File: config.mk
export PLATFORM = sky130hd
export DESIGN_NAME = lookahead_junction_speed_planner
export DESIGN_NICKNAME = d
export VERILOG_FILES = /design/src/design/ljsp_pkg.sv /design/src/design/lookahead_junction_speed_planner.sv
export SDC_FILE = /design/constraint.sdc
export NUM_CORES = 2
export LEC_CHECK = 0
export BUFFER_PORTS_ARGS = -buffer_cell sky130_fd_sc_hd__buf_4
export CORE_MARGIN = 4
export CORE_UTILIZATION = 40
export CTS_BUF_LIST = sky130_fd_sc_hd__clkbuf_8
export DETAILED_ROUTE_END_ITERATION = 10
export GPL_TIMING_DRIVEN = 0
export SYNTH_ARGS = -nofsm -noshare
export SYNTH_HDL_FRONTEND = slang
export SYNTH_SLANG_ARGS = --single-unit
File: constraint.sdc
create_clock -name clk -period 13.67 [get_ports clk]
set_clock_uncertainty 0.15 [all_clocks]
set_input_delay 2.734 -clock clk [delete_from_list [all_inputs] [get_ports clk]]
set_output_delay 2.734 -clock clk [all_outputs]
set_load 0.01 [all_outputs]
File: src/design/ljsp_pkg.sv
// Package for the look-ahead junction speed planner.
// Holds the field widths, operation and status codes and the saturating add.
// No dependencies.
package ljsp_pkg;

  localparam int SPD_W = 24;  // Q16.8 speed
  localparam int SQ_W  = 48;  // Q32.16 squared speed
  localparam int OFF_W = 4;
  localparam int OP_W  = 2;
  localparam int ST_W  = 2;
  localparam int FREE_W = 4;

  typedef logic [SQ_W-1:0]  sq_t;
  typedef logic [SPD_W-1:0] spd_t;

  localparam logic [OP_W-1:0] OP_PUSH    = 2'd0;
  localparam logic [OP_W-1:0] OP_DISCARD = 2'd1;
  localparam logic [OP_W-1:0] OP_REPLAN  = 2'd2;
  localparam logic [OP_W-1:0] OP_READ    = 2'd3;

  localparam logic [ST_W-1:0] STAT_OK          = 2'd0;
  localparam logic [ST_W-1:0] STAT_FULL        = 2'd1;
  localparam logic [ST_W-1:0] STAT_EMPTY       = 2'd2;
  localparam logic [ST_W-1:0] STAT_BEYOND_HEAD = 2'd3;

  // Sum of two squared speeds, clipped at the largest value.
  function automatic sq_t sat_add(input sq_t a, input sq_t b);
    logic [SQ_W:0] s;
    s = {1'b0, a} + {1'b0, b};
    return s[SQ_W] ? '1 : s[SQ_W-1:0];
  endfunction

endpackage

File: src/design/lookahead_junction_speed_planner.sv
// Top level of the look-ahead junction speed planner: segment ring, stores,
// sequencer and the shared saturating adder.
// Depends on ljsp_pkg.
//
//   port group  | direction | handshake            | carries
//   in_*        | input     | in_valid / in_ready  | opcode, speeds, budget, offset
//   out_*       | output    | out_valid / out_ready| status, refresh flag, free slots, speeds
//
// In a push or a replan the reverse and forward passes each walk at most RING_DEPTH-2
// entries, one a cycle through the shared adder.
// Reset clears the ring pointers and the last nominal speed; the stores hold junk.
// A finished beat waits in the output register while the next item is taken, and the
// sequencer holds before its last step if that register is still full.
module lookahead_junction_speed_planner
  import ljsp_pkg::*;
#(
  parameter int RING_DEPTH = 16
) (
  input  logic              clk,
  input  logic              rst_n,
  input  logic              in_valid,
  output logic              in_ready,
  input  logic [OP_W-1:0]   in_opcode,
  input  logic [SPD_W-1:0]  in_nominal_speed,
  input  logic [SQ_W-1:0]   in_junction_limit_sqr,
  input  logic [SQ_W-1:0]   in_decel_budget,
  input  logic [OFF_W-1:0]  in_slot_offset,
  output logic              out_valid,
  input  logic              out_ready,
  output logic [ST_W-1:0]   out_status,
  output logic              out_tail_update,
  output logic [FREE_W-1:0] out_free_slots,
  output logic [SQ_W-1:0]   out_exit_speed_sqr,
  output logic [SQ_W-1:0]   out_read_speed_sqr
);

  localparam int IW = $clog2(RING_DEPTH);
  localparam int CW = (IW + 1 > 5) ? IW + 1 : 5;

  localparam logic [3:0] S_IDLE     = 4'd0;
  localparam logic [3:0] S_DISP     = 4'd1;
  localparam logic [3:0] S_PUSH     = 4'd2;
  localparam logic [3:0] S_PUSH2    = 4'd3;
  localparam logic [3:0] S_RV_BEGIN = 4'd4;
  localparam logic [3:0] S_RV_FIRST = 4'd5;
  localparam logic [3:0] S_RV_STEP  = 4'd6;
  localparam logic [3:0] S_FW_INIT  = 4'd7;
  localparam logic [3:0] S_FW_LD    = 4'd8;
  localparam logic [3:0] S_FW_STEP  = 4'd9;
  localparam logic [3:0] S_RD_CAP   = 4'd10;
  localparam logic [3:0] S_FIN      = 4'd11;
  localparam logic [3:0] S_FIN2     = 4'd12;

  typedef logic [IW-1:0] idx_t;
  typedef logic [CW-1:0] cnt_t;

  function automatic idx_t ring_next(input idx_t i);
    return (i == IW'(RING_DEPTH - 1)) ? '0 : i + 1'b1;
  endfunction

  function automatic idx_t ring_prev(input idx_t i);
    return (i == '0) ? IW'(RING_DEPTH - 1) : i - 1'b1;
  endfunction

  // Stores
  sq_t spd_mem_r [RING_DEPTH];
  sq_t lim_mem_r [RING_DEPTH];
  sq_t bud_mem_r [RING_DEPTH];
  sq_t spd_q_r, lim_q_r, bud_q_r;

  // Control state
  logic [3:0] state_r, state_nxt;
  idx_t       head_r, head_nxt;
  idx_t       tail_r, tail_nxt;
  idx_t       planned_r, planned_nxt;
  spd_t       last_nom_r, last_nom_nxt;
  logic       out_valid_r, out_valid_nxt;

  // Working registers
  logic [OP_W-1:0]   op_r, op_nxt;
  spd_t              nom_r, nom_nxt;
  sq_t               jlim_r, jlim_nxt;
  sq_t               bud_r, bud_nxt;
  logic [OFF_W-1:0]  off_r, off_nxt;
  spd_t              m_r, m_nxt;
  sq_t               sq_r, sq_nxt;
  idx_t              cur_r, cur_nxt;
  idx_t              idx_r, idx_nxt;
  sq_t               spdn_r, spdn_nxt;
  sq_t               spdc_r, spdc_nxt;
  sq_t               budc_r, budc_nxt;
  logic              upd_r, upd_nxt;
  logic [ST_W-1:0]   status_r, status_nxt;
  sq_t               rd_r, rd_nxt;

  // Result register
  logic [ST_W-1:0]   o_status_r, o_status_nxt;
  logic              o_upd_r, o_upd_nxt;
  logic [FREE_W-1:0] o_free_r, o_free_nxt;
  sq_t               o_exit_r, o_exit_nxt;
  sq_t               o_read_r, o_read_nxt;

  // Store ports
  idx_t rd_addr;
  logic spd_we, push_we;
  idx_t spd_waddr;
  sq_t  spd_wdata;

  // Shared saturating adder
  sq_t add_a, add_b, add_sum;

  cnt_t cnt, fr_full, slot_sum;
  idx_t nx, idx2, idxn;
  logic raise, hit_lim;
  sq_t  rv_new;

  assign add_sum = sat_add(add_a, add_b);

  always_comb begin
    if (head_r >= tail_r) begin
      cnt = CW'(head_r) - CW'(tail_r);
    end else begin
      cnt = CW'(head_r) + CW'(RING_DEPTH) - CW'(tail_r);
    end
    fr_full  = CW'(RING_DEPTH - 1) - cnt;
    slot_sum = CW'(tail_r) + CW'(off_r);
    if (slot_sum >= CW'(RING_DEPTH)) begin
      slot_sum = slot_sum - CW'(RING_DEPTH);
    end
    nx = ring_next(tail_r);
  end

  always_comb begin
    state_nxt     = state_r;
    head_nxt      = head_r;
    tail_nxt      = tail_r;
    planned_nxt   = planned_r;
    last_nom_nxt  = last_nom_r;
    out_valid_nxt = out_valid_r;
    op_nxt        = op_r;
    nom_nxt       = nom_r;
    jlim_nxt      = jlim_r;
    bud_nxt       = bud_r;
    off_nxt       = off_r;
    m_nxt         = m_r;
    sq_nxt        = sq_r;
    cur_nxt       = cur_r;
    idx_nxt       = idx_r;
    spdn_nxt      = spdn_r;
    spdc_nxt      = spdc_r;
    budc_nxt      = budc_r;
    upd_nxt       = upd_r;
    status_nxt    = status_r;
    rd_nxt        = rd_r;
    o_status_nxt  = o_status_r;
    o_upd_nxt     = o_upd_r;
    o_free_nxt    = o_free_r;
    o_exit_nxt    = o_exit_r;
    o_read_nxt    = o_read_r;
    rd_addr       = idx_r;
    spd_we        = 1'b0;
    push_we       = 1'b0;
    spd_waddr     = cur_r;
    spd_wdata     = '0;
    idx2          = ring_prev(cur_r);
    idxn          = ring_prev(idx2);
    raise         = 1'b0;
    hit_lim       = 1'b0;
    rv_new        = '0;

    if (state_r == S_FW_STEP) begin
      add_a = spdc_r;
      add_b = budc_r;
    end else begin
      add_a = spdn_r;
      add_b = bud_q_r;
    end

    if (out_valid_r && out_ready) begin
      out_valid_nxt = 1'b0;
    end

    unique case (state_r)
      S_IDLE: begin
        if (in_valid) begin
          op_nxt    = in_opcode;
          nom_nxt   = in_nominal_speed;
          jlim_nxt  = in_junction_limit_sqr;
          bud_nxt   = in_decel_budget;
          off_nxt   = in_slot_offset;
          state_nxt = S_DISP;
        end
      end

      S_DISP: begin
        status_nxt = STAT_OK;
        upd_nxt    = 1'b0;
        rd_nxt     = '0;
        state_nxt  = S_FIN;
        unique case (op_r)
          OP_PUSH: begin
            if (ring_next(head_r) == tail_r) begin
              status_nxt = STAT_FULL;
            end else begin
              m_nxt     = (nom_r < last_nom_r) ? nom_r : last_nom_r;
              state_nxt = S_PUSH;
            end
          end
          OP_DISCARD: begin
            if (head_r == tail_r) begin
              status_nxt = STAT_EMPTY;
            end else begin
              if (tail_r == planned_r) begin
                planned_nxt = nx;
              end
              tail_nxt = nx;
            end
          end
          OP_REPLAN: begin
            upd_nxt     = 1'b1;
            planned_nxt = tail_r;
            if (head_r != tail_r) begin
              state_nxt = S_RV_BEGIN;
            end
          end
          default: begin
            if (CW'(off_r) >= cnt) begin
              status_nxt = STAT_BEYOND_HEAD;
            end else begin
              rd_addr   = slot_sum[IW-1:0];
              state_nxt = S_RD_CAP;
            end
          end
        endcase
      end

      S_PUSH: begin
        sq_nxt    = {{(SQ_W-SPD_W){1'b0}}, m_r} * {{(SQ_W-SPD_W){1'b0}}, m_r};
        state_nxt = S_PUSH2;
      end

      S_PUSH2: begin
        // An empty ring means the new segment starts from rest.
        if (head_r == tail_r) begin
          jlim_nxt = '0;
          sq_nxt   = '0;
        end else if (sq_r > jlim_r) begin
          sq_nxt = jlim_r;
        end
        push_we      = 1'b1;
        spd_we       = 1'b1;
        spd_waddr    = head_r;
        spd_wdata    = '0;
        last_nom_nxt = nom_r;
        head_nxt     = ring_next(head_r);
        state_nxt    = S_RV_BEGIN;
      end

      S_RV_BEGIN: begin
        if (ring_prev(head_r) == planned_r) begin
          state_nxt = S_FIN;
        end else begin
          cur_nxt   = ring_prev(head_r);
          rd_addr   = ring_prev(head_r);
          state_nxt = S_RV_FIRST;
        end
      end

      S_RV_FIRST: begin
        // The newest segment must be able to stop within its own budget.
        rv_new    = (lim_q_r < bud_q_r) ? lim_q_r : bud_q_r;
        spd_we    = 1'b1;
        spd_waddr = cur_r;
        spd_wdata = rv_new;
        spdn_nxt  = rv_new;
        if (idx2 == planned_r) begin
          if (idx2 == tail_r) begin
            upd_nxt = 1'b1;
          end
          state_nxt = S_FW_INIT;
        end else begin
          if (idxn == tail_r) begin
            upd_nxt = 1'b1;
          end
          cur_nxt   = idx2;
          rd_addr   = idx2;
          idx_nxt   = idxn;
          state_nxt = S_RV_STEP;
        end
      end

      S_RV_STEP: begin
        if (spd_q_r != lim_q_r) begin
          rv_new    = (add_sum < lim_q_r) ? add_sum : lim_q_r;
          spd_we    = 1'b1;
          spd_waddr = cur_r;
          spd_wdata = rv_new;
          spdn_nxt  = rv_new;
        end else begin
          spdn_nxt = spd_q_r;
        end
        if (idx_r == planned_r) begin
          state_nxt = S_FW_INIT;
        end else begin
          if (ring_prev(idx_r) == tail_r) begin
            upd_nxt = 1'b1;
          end
          cur_nxt = idx_r;
          rd_addr = idx_r;
          idx_nxt = ring_prev(idx_r);
        end
      end

      S_FW_INIT: begin
        if (ring_next(planned_r) == head_r) begin
          state_nxt = S_FIN;
        end else begin
          rd_addr   = planned_r;
          idx_nxt   = ring_next(planned_r);
          state_nxt = S_FW_LD;
        end
      end

      S_FW_LD: begin
        spdc_nxt  = spd_q_r;
        budc_nxt  = bud_q_r;
        rd_addr   = idx_r;
        state_nxt = S_FW_STEP;
      end

      S_FW_STEP: begin
        raise   = (spdc_r < spd_q_r) && (add_sum < spd_q_r);
        hit_lim = raise ? (add_sum == lim_q_r) : (spd_q_r == lim_q_r);
        if (raise) begin
          spd_we    = 1'b1;
          spd_waddr = idx_r;
          spd_wdata = add_sum;
        end
        if (raise || hit_lim) begin
          planned_nxt = idx_r;
        end
        spdc_nxt = raise ? add_sum : spd_q_r;
        budc_nxt = bud_q_r;
        idx_nxt  = ring_next(idx_r);
        rd_addr  = ring_next(idx_r);
        if (ring_next(idx_r) == head_r) begin
          state_nxt = S_FIN;
        end
      end

      S_RD_CAP: begin
        rd_nxt    = spd_q_r;
        state_nxt = S_FIN;
      end

      S_FIN: begin
        rd_addr   = nx;
        state_nxt = S_FIN2;
      end

      S_FIN2: begin
        rd_addr = nx;
        if (!out_valid_r || out_ready) begin
          o_status_nxt  = status_r;
          o_upd_nxt     = upd_r;
          o_free_nxt    = (fr_full > CW'(15)) ? 4'hF : fr_full[FREE_W-1:0];
          o_exit_nxt    = (nx == head_r) ? '0 : spd_q_r;
          o_read_nxt    = rd_r;
          out_valid_nxt = 1'b1;
          state_nxt     = S_IDLE;
        end
      end

      default: begin
        state_nxt = S_IDLE;
      end
    endcase
  end

  // Stores: one write and one registered read each per cycle.
  always_ff @(posedge clk) begin
    if (spd_we) begin
      spd_mem_r[spd_waddr] <= spd_wdata;
    end
    spd_q_r <= spd_mem_r[rd_addr];
  end

  always_ff @(posedge clk) begin
    if (push_we) begin
      lim_mem_r[head_r] <= sq_nxt;
      bud_mem_r[head_r] <= bud_r;
    end
    lim_q_r <= lim_mem_r[rd_addr];
    bud_q_r <= bud_mem_r[rd_addr];
  end

  always_ff @(posedge clk) begin
    if (!rst_n) begin
      state_r     <= S_IDLE;
      head_r      <= '0;
      tail_r      <= '0;
      planned_r   <= '0;
      last_nom_r  <= '0;
      out_valid_r <= 1'b0;
    end else begin
      state_r     <= state_nxt;
      head_r      <= head_nxt;
      tail_r      <= tail_nxt;
      planned_r   <= planned_nxt;
      last_nom_r  <= last_nom_nxt;
      out_valid_r <= out_valid_nxt;
    end
  end

  always_ff @(posedge clk) begin
    op_r       <= op_nxt;
    nom_r      <= nom_nxt;
    jlim_r     <= jlim_nxt;
    bud_r      <= bud_nxt;
    off_r      <= off_nxt;
    m_r        <= m_nxt;
    sq_r       <= sq_nxt;
    cur_r      <= cur_nxt;
    idx_r      <= idx_nxt;
    spdn_r     <= spdn_nxt;
    spdc_r     <= spdc_nxt;
    budc_r     <= budc_nxt;
    upd_r      <= upd_nxt;
    status_r   <= status_nxt;
    rd_r       <= rd_nxt;
    o_status_r <= o_status_nxt;
    o_upd_r    <= o_upd_nxt;
    o_free_r   <= o_free_nxt;
    o_exit_r   <= o_exit_nxt;
    o_read_r   <= o_read_nxt;
  end

  assign in_ready           = (state_r == S_IDLE);
  assign out_valid          = out_valid_r;
  assign out_status         = o_status_r;
  assign out_tail_update    = o_upd_r;
  assign out_free_slots     = o_free_r;
  assign out_exit_speed_sqr = o_exit_r;
  assign out_read_speed_sqr = o_read_r;

endmodule
==> impl_metrics.env <==
export IMPL_drt_iter0_drc=9576
export IMPL_final_core_utilization=0.4608
export IMPL_report_final_slew_viol_count=0
export IMPL_via_per_inst=5.704
export IMPL_hold_class="flop to flop"
export IMPL_die_h_um=600.1
export IMPL_syn_num_nets=10180
export IMPL_syn_mean_instance_area_um2=15.40
export IMPL_timing_rr_start="state_r[1]"
export IMPL_post_route_drc_count=0
export IMPL_ctsHoldBuffers=0
export IMPL_dieArea_mm2=0.3601
export IMPL_cts_root_buf="clkbuf_8"
export IMPL_hold_viol=0
export IMPL_synthesis_area_mm2=0.1402
export IMPL_critPathMostFrequentCell="buf_6"
export IMPL_crit_arrival_ps=14430
export IMPL_end_kind="flop"
export IMPL_yosysWarnings=0
export IMPL_final_cells=15090
export IMPL_cts_tree="done"
export IMPL_critical_path_required_ps=14400
export IMPL_final_layout_size_suffix_gt1_frac=0.1819
export IMPL_antenna_found_initial=42
export IMPL_cts_made_buffers=479
export IMPL_fin_tns_setup_ps=-237.6
export IMPL_start_kind="flop"
export IMPL_hold_path_depth=0
export IMPL_violations="max-capacitance violations, negative setup slack"
export IMPL_hp_start="bud_q_r[43]"
export IMPL_async_flop_share=0
export IMPL_relSlewSlack=0.006789
export IMPL_portBuffers=234
export IMPL_synth_main_ff_cell="edfxtp_1"
export IMPL_die_x_um=600.1
export IMPL_grt_max_degree=49
export IMPL_crit_type="flop to flop"
export IMPL_tightest_slew_ps=1490
export IMPL_core_area_mm2=0.3492
export IMPL_grt_pass1_vias=87270
export IMPL_clock_path_buffers=4
export IMPL_hold_end="budc_r[43]"
export IMPL_grt_ovfl_total=0
export IMPL_rsz0062_at_grt="false"
export IMPL_synthCells=9108
export IMPL_slowest_delay_ps=660
export IMPL_cp_num_cells=38
export IMPL_firstDrtPassIters=8
export IMPL_fp_row_count=217
export IMPL_critPathSlowestCell="a2111o_1"
export IMPL_dr_total_vias=86100
export IMPL_dpl_hpwl_mm=337.3
export IMPL_r2r_cells=38
export IMPL_critPathMaxFanout=10
export IMPL_antenna_left=0
export IMPL_ys_types=87
export IMPL_start_util=0.4016
export IMPL_ys_seq_area_frac=0.6243
export IMPL_synth_edff_count=2760
export IMPL_grt_util_all_layers=0.2511
export IMPL_finalWorstSetupSlack_ps=-31.68
export IMPL_clkSlewWorstSetupHoldPaths_ps=70
export IMPL_min_period_ps=13700
export IMPL_htreeDepth=5
export IMPL_reg_largest_list="bud_mem_r x768, lim_mem_r x768, spd_mem_r x768"
export IMPL_place_congestion=0.9811
export IMPL_fmax_mhz=72.98
export IMPL_cp_num_buf_inv=13
export IMPL_wl_per_cell_um=30.31
export IMPL_reg2reg_to="spd_mem_r[8][19]"
export IMPL_setup_violations=12
export IMPL_area_delta_synth_final_pct=14.75
export IMPL_outcome="finished with violations"
export IMPL_cts_sinks=2993
export IMPL_routed_wl_mm=457.5
export IMPL_pin_count=235
export IMPL_dp_cells=14160
export IMPL_clkLatencyLatePin_ps=1190
export IMPL_timing_reg2reg_setup_slack_ps=-30
export IMPL_period_share=1.002
export IMPL_grt_pass1_wl_mm=644.7
export IMPL_max_cap_viol_count=1
export IMPL_crit_family="compound AO/OA/AOI/OAI gates"
export IMPL_ys_seq_elements=2993
export IMPL_final_nets=11110
cell usage after synthesis (212+ instances only):
cell	count	area [um2]
a22oi_1	296	2222
o21ai_0	245	1226
edfxtp_1	2760	82880
inv_1	878	3296
fa_1	425	8508
dfxtp_1	233	4664
and2_1	231	1445
ha_1	514	6431
nor2_1	212	795.8
mux4_2	574	12930
a21oi_1	278	1391
nand2_1	766	2875
clkbuf_1	294	1104
per-stage QoR:
step | hold WS (ps) | setup slack [ps] | instance area, um2
floorplan | 250.3 | 239.3 | 140200
global placement | 252.6 | -11200 | 147700
detailed placement | 254.5 | -3698 | 151100
CTS | 253.6 | 113.5 | 160700
global route | 275.8 | 122.4 | 160800
finish | 250.5 | -31.68 | 160900
placed cells by master, fill, tap and decap left out, types with 90 or more instances in the layout:
cell,synthesis,final
o21ai_0,245,244
clkbuf_1,294,277
mux4_2,574,574
a21oi_1,278,277
xor2_1,90,90
ha_1,514,514
a21o_1,103,102
and2_1,231,229
nand2_1,766,766
clkbuf_8,0,532
inv_1,878,1051
nor2_1,212,198
buf_4,0,252
edfxtp_1,2760,2760
buf_6,10,127
nor3_1,130,120
fa_1,425,425
a221o_1,110,110
dfxtp_1,233,233
a22oi_1,296,295
area by class of cell:
cell class / count / area, um2
sequential: 2993 / 87540
buffer: 430 / 1836
fill: 30440 / 188300
clock buffer: 532 / 7322
multi-input combinational: 4803 / 47960
tap: 4599 / 5754
timing repair buffer: 455 / 4878
inverter: 882 / 3311
antenna: 46 / 115.1
clock inverter: 354 / 2178
layer usage:
layer	wire length, um	vias up	track usage
met1	182500	44690	0.3371
li1	-	36320	-
met4	22510	22	0.1072
met3	37630	873	0.04651
met2	214700	4190	0.4019
met5	171	-	0
logic make-up (layout without fill, tap and decap cells):
| kind of cell | after synthesis | count (layout) | synth area share |
|---|---|---|---|
| AO/OA/AOI/OAI | 1325 | 1325 | 0.06486 |
| XOR/XNOR | 178 | 178 | 0.01122 |
| adder cells (fa/ha/maj) | 939 | 939 | 0.1065 |
| buffers and inverters | 1312 | 2653 | 0.03640 |
| flip-flops | 2993 | 2993 | 0.6243 |
| multiplexers | 681 | 681 | 0.1002 |
| other | 0 | 46 | 0 |
| AND/OR/NAND/NOR | 1680 | 1680 | 0.05648 |
worst max path at each step:
stage,startpoint,endpoint,slack (ps)
after CTS,state_r[1],spd_mem_r[10][23],110
after global placement,state_r[3],spd_mem_r[2][21],-11200
final,state_r[1],spd_mem_r[8][19],-30
after floorplan,out_ready,out_exit_speed_sqr[0],240
after global routing,state_r[3],spd_mem_r[10][23],120
after detailed placement,state_r[3],spd_mem_r[9][30],-3700
timing repair:
action                                  in CTS  in global routing
gates resized for setup                     25                  8
buffers inserted                             2                  0
pin swaps                                    1                  0
endpoints found under the setup margin    1622                113
Power is left out: the tool's default activity adds up to more than one toggle a clock period on the data nets, which glitch-free logic cannot reach.
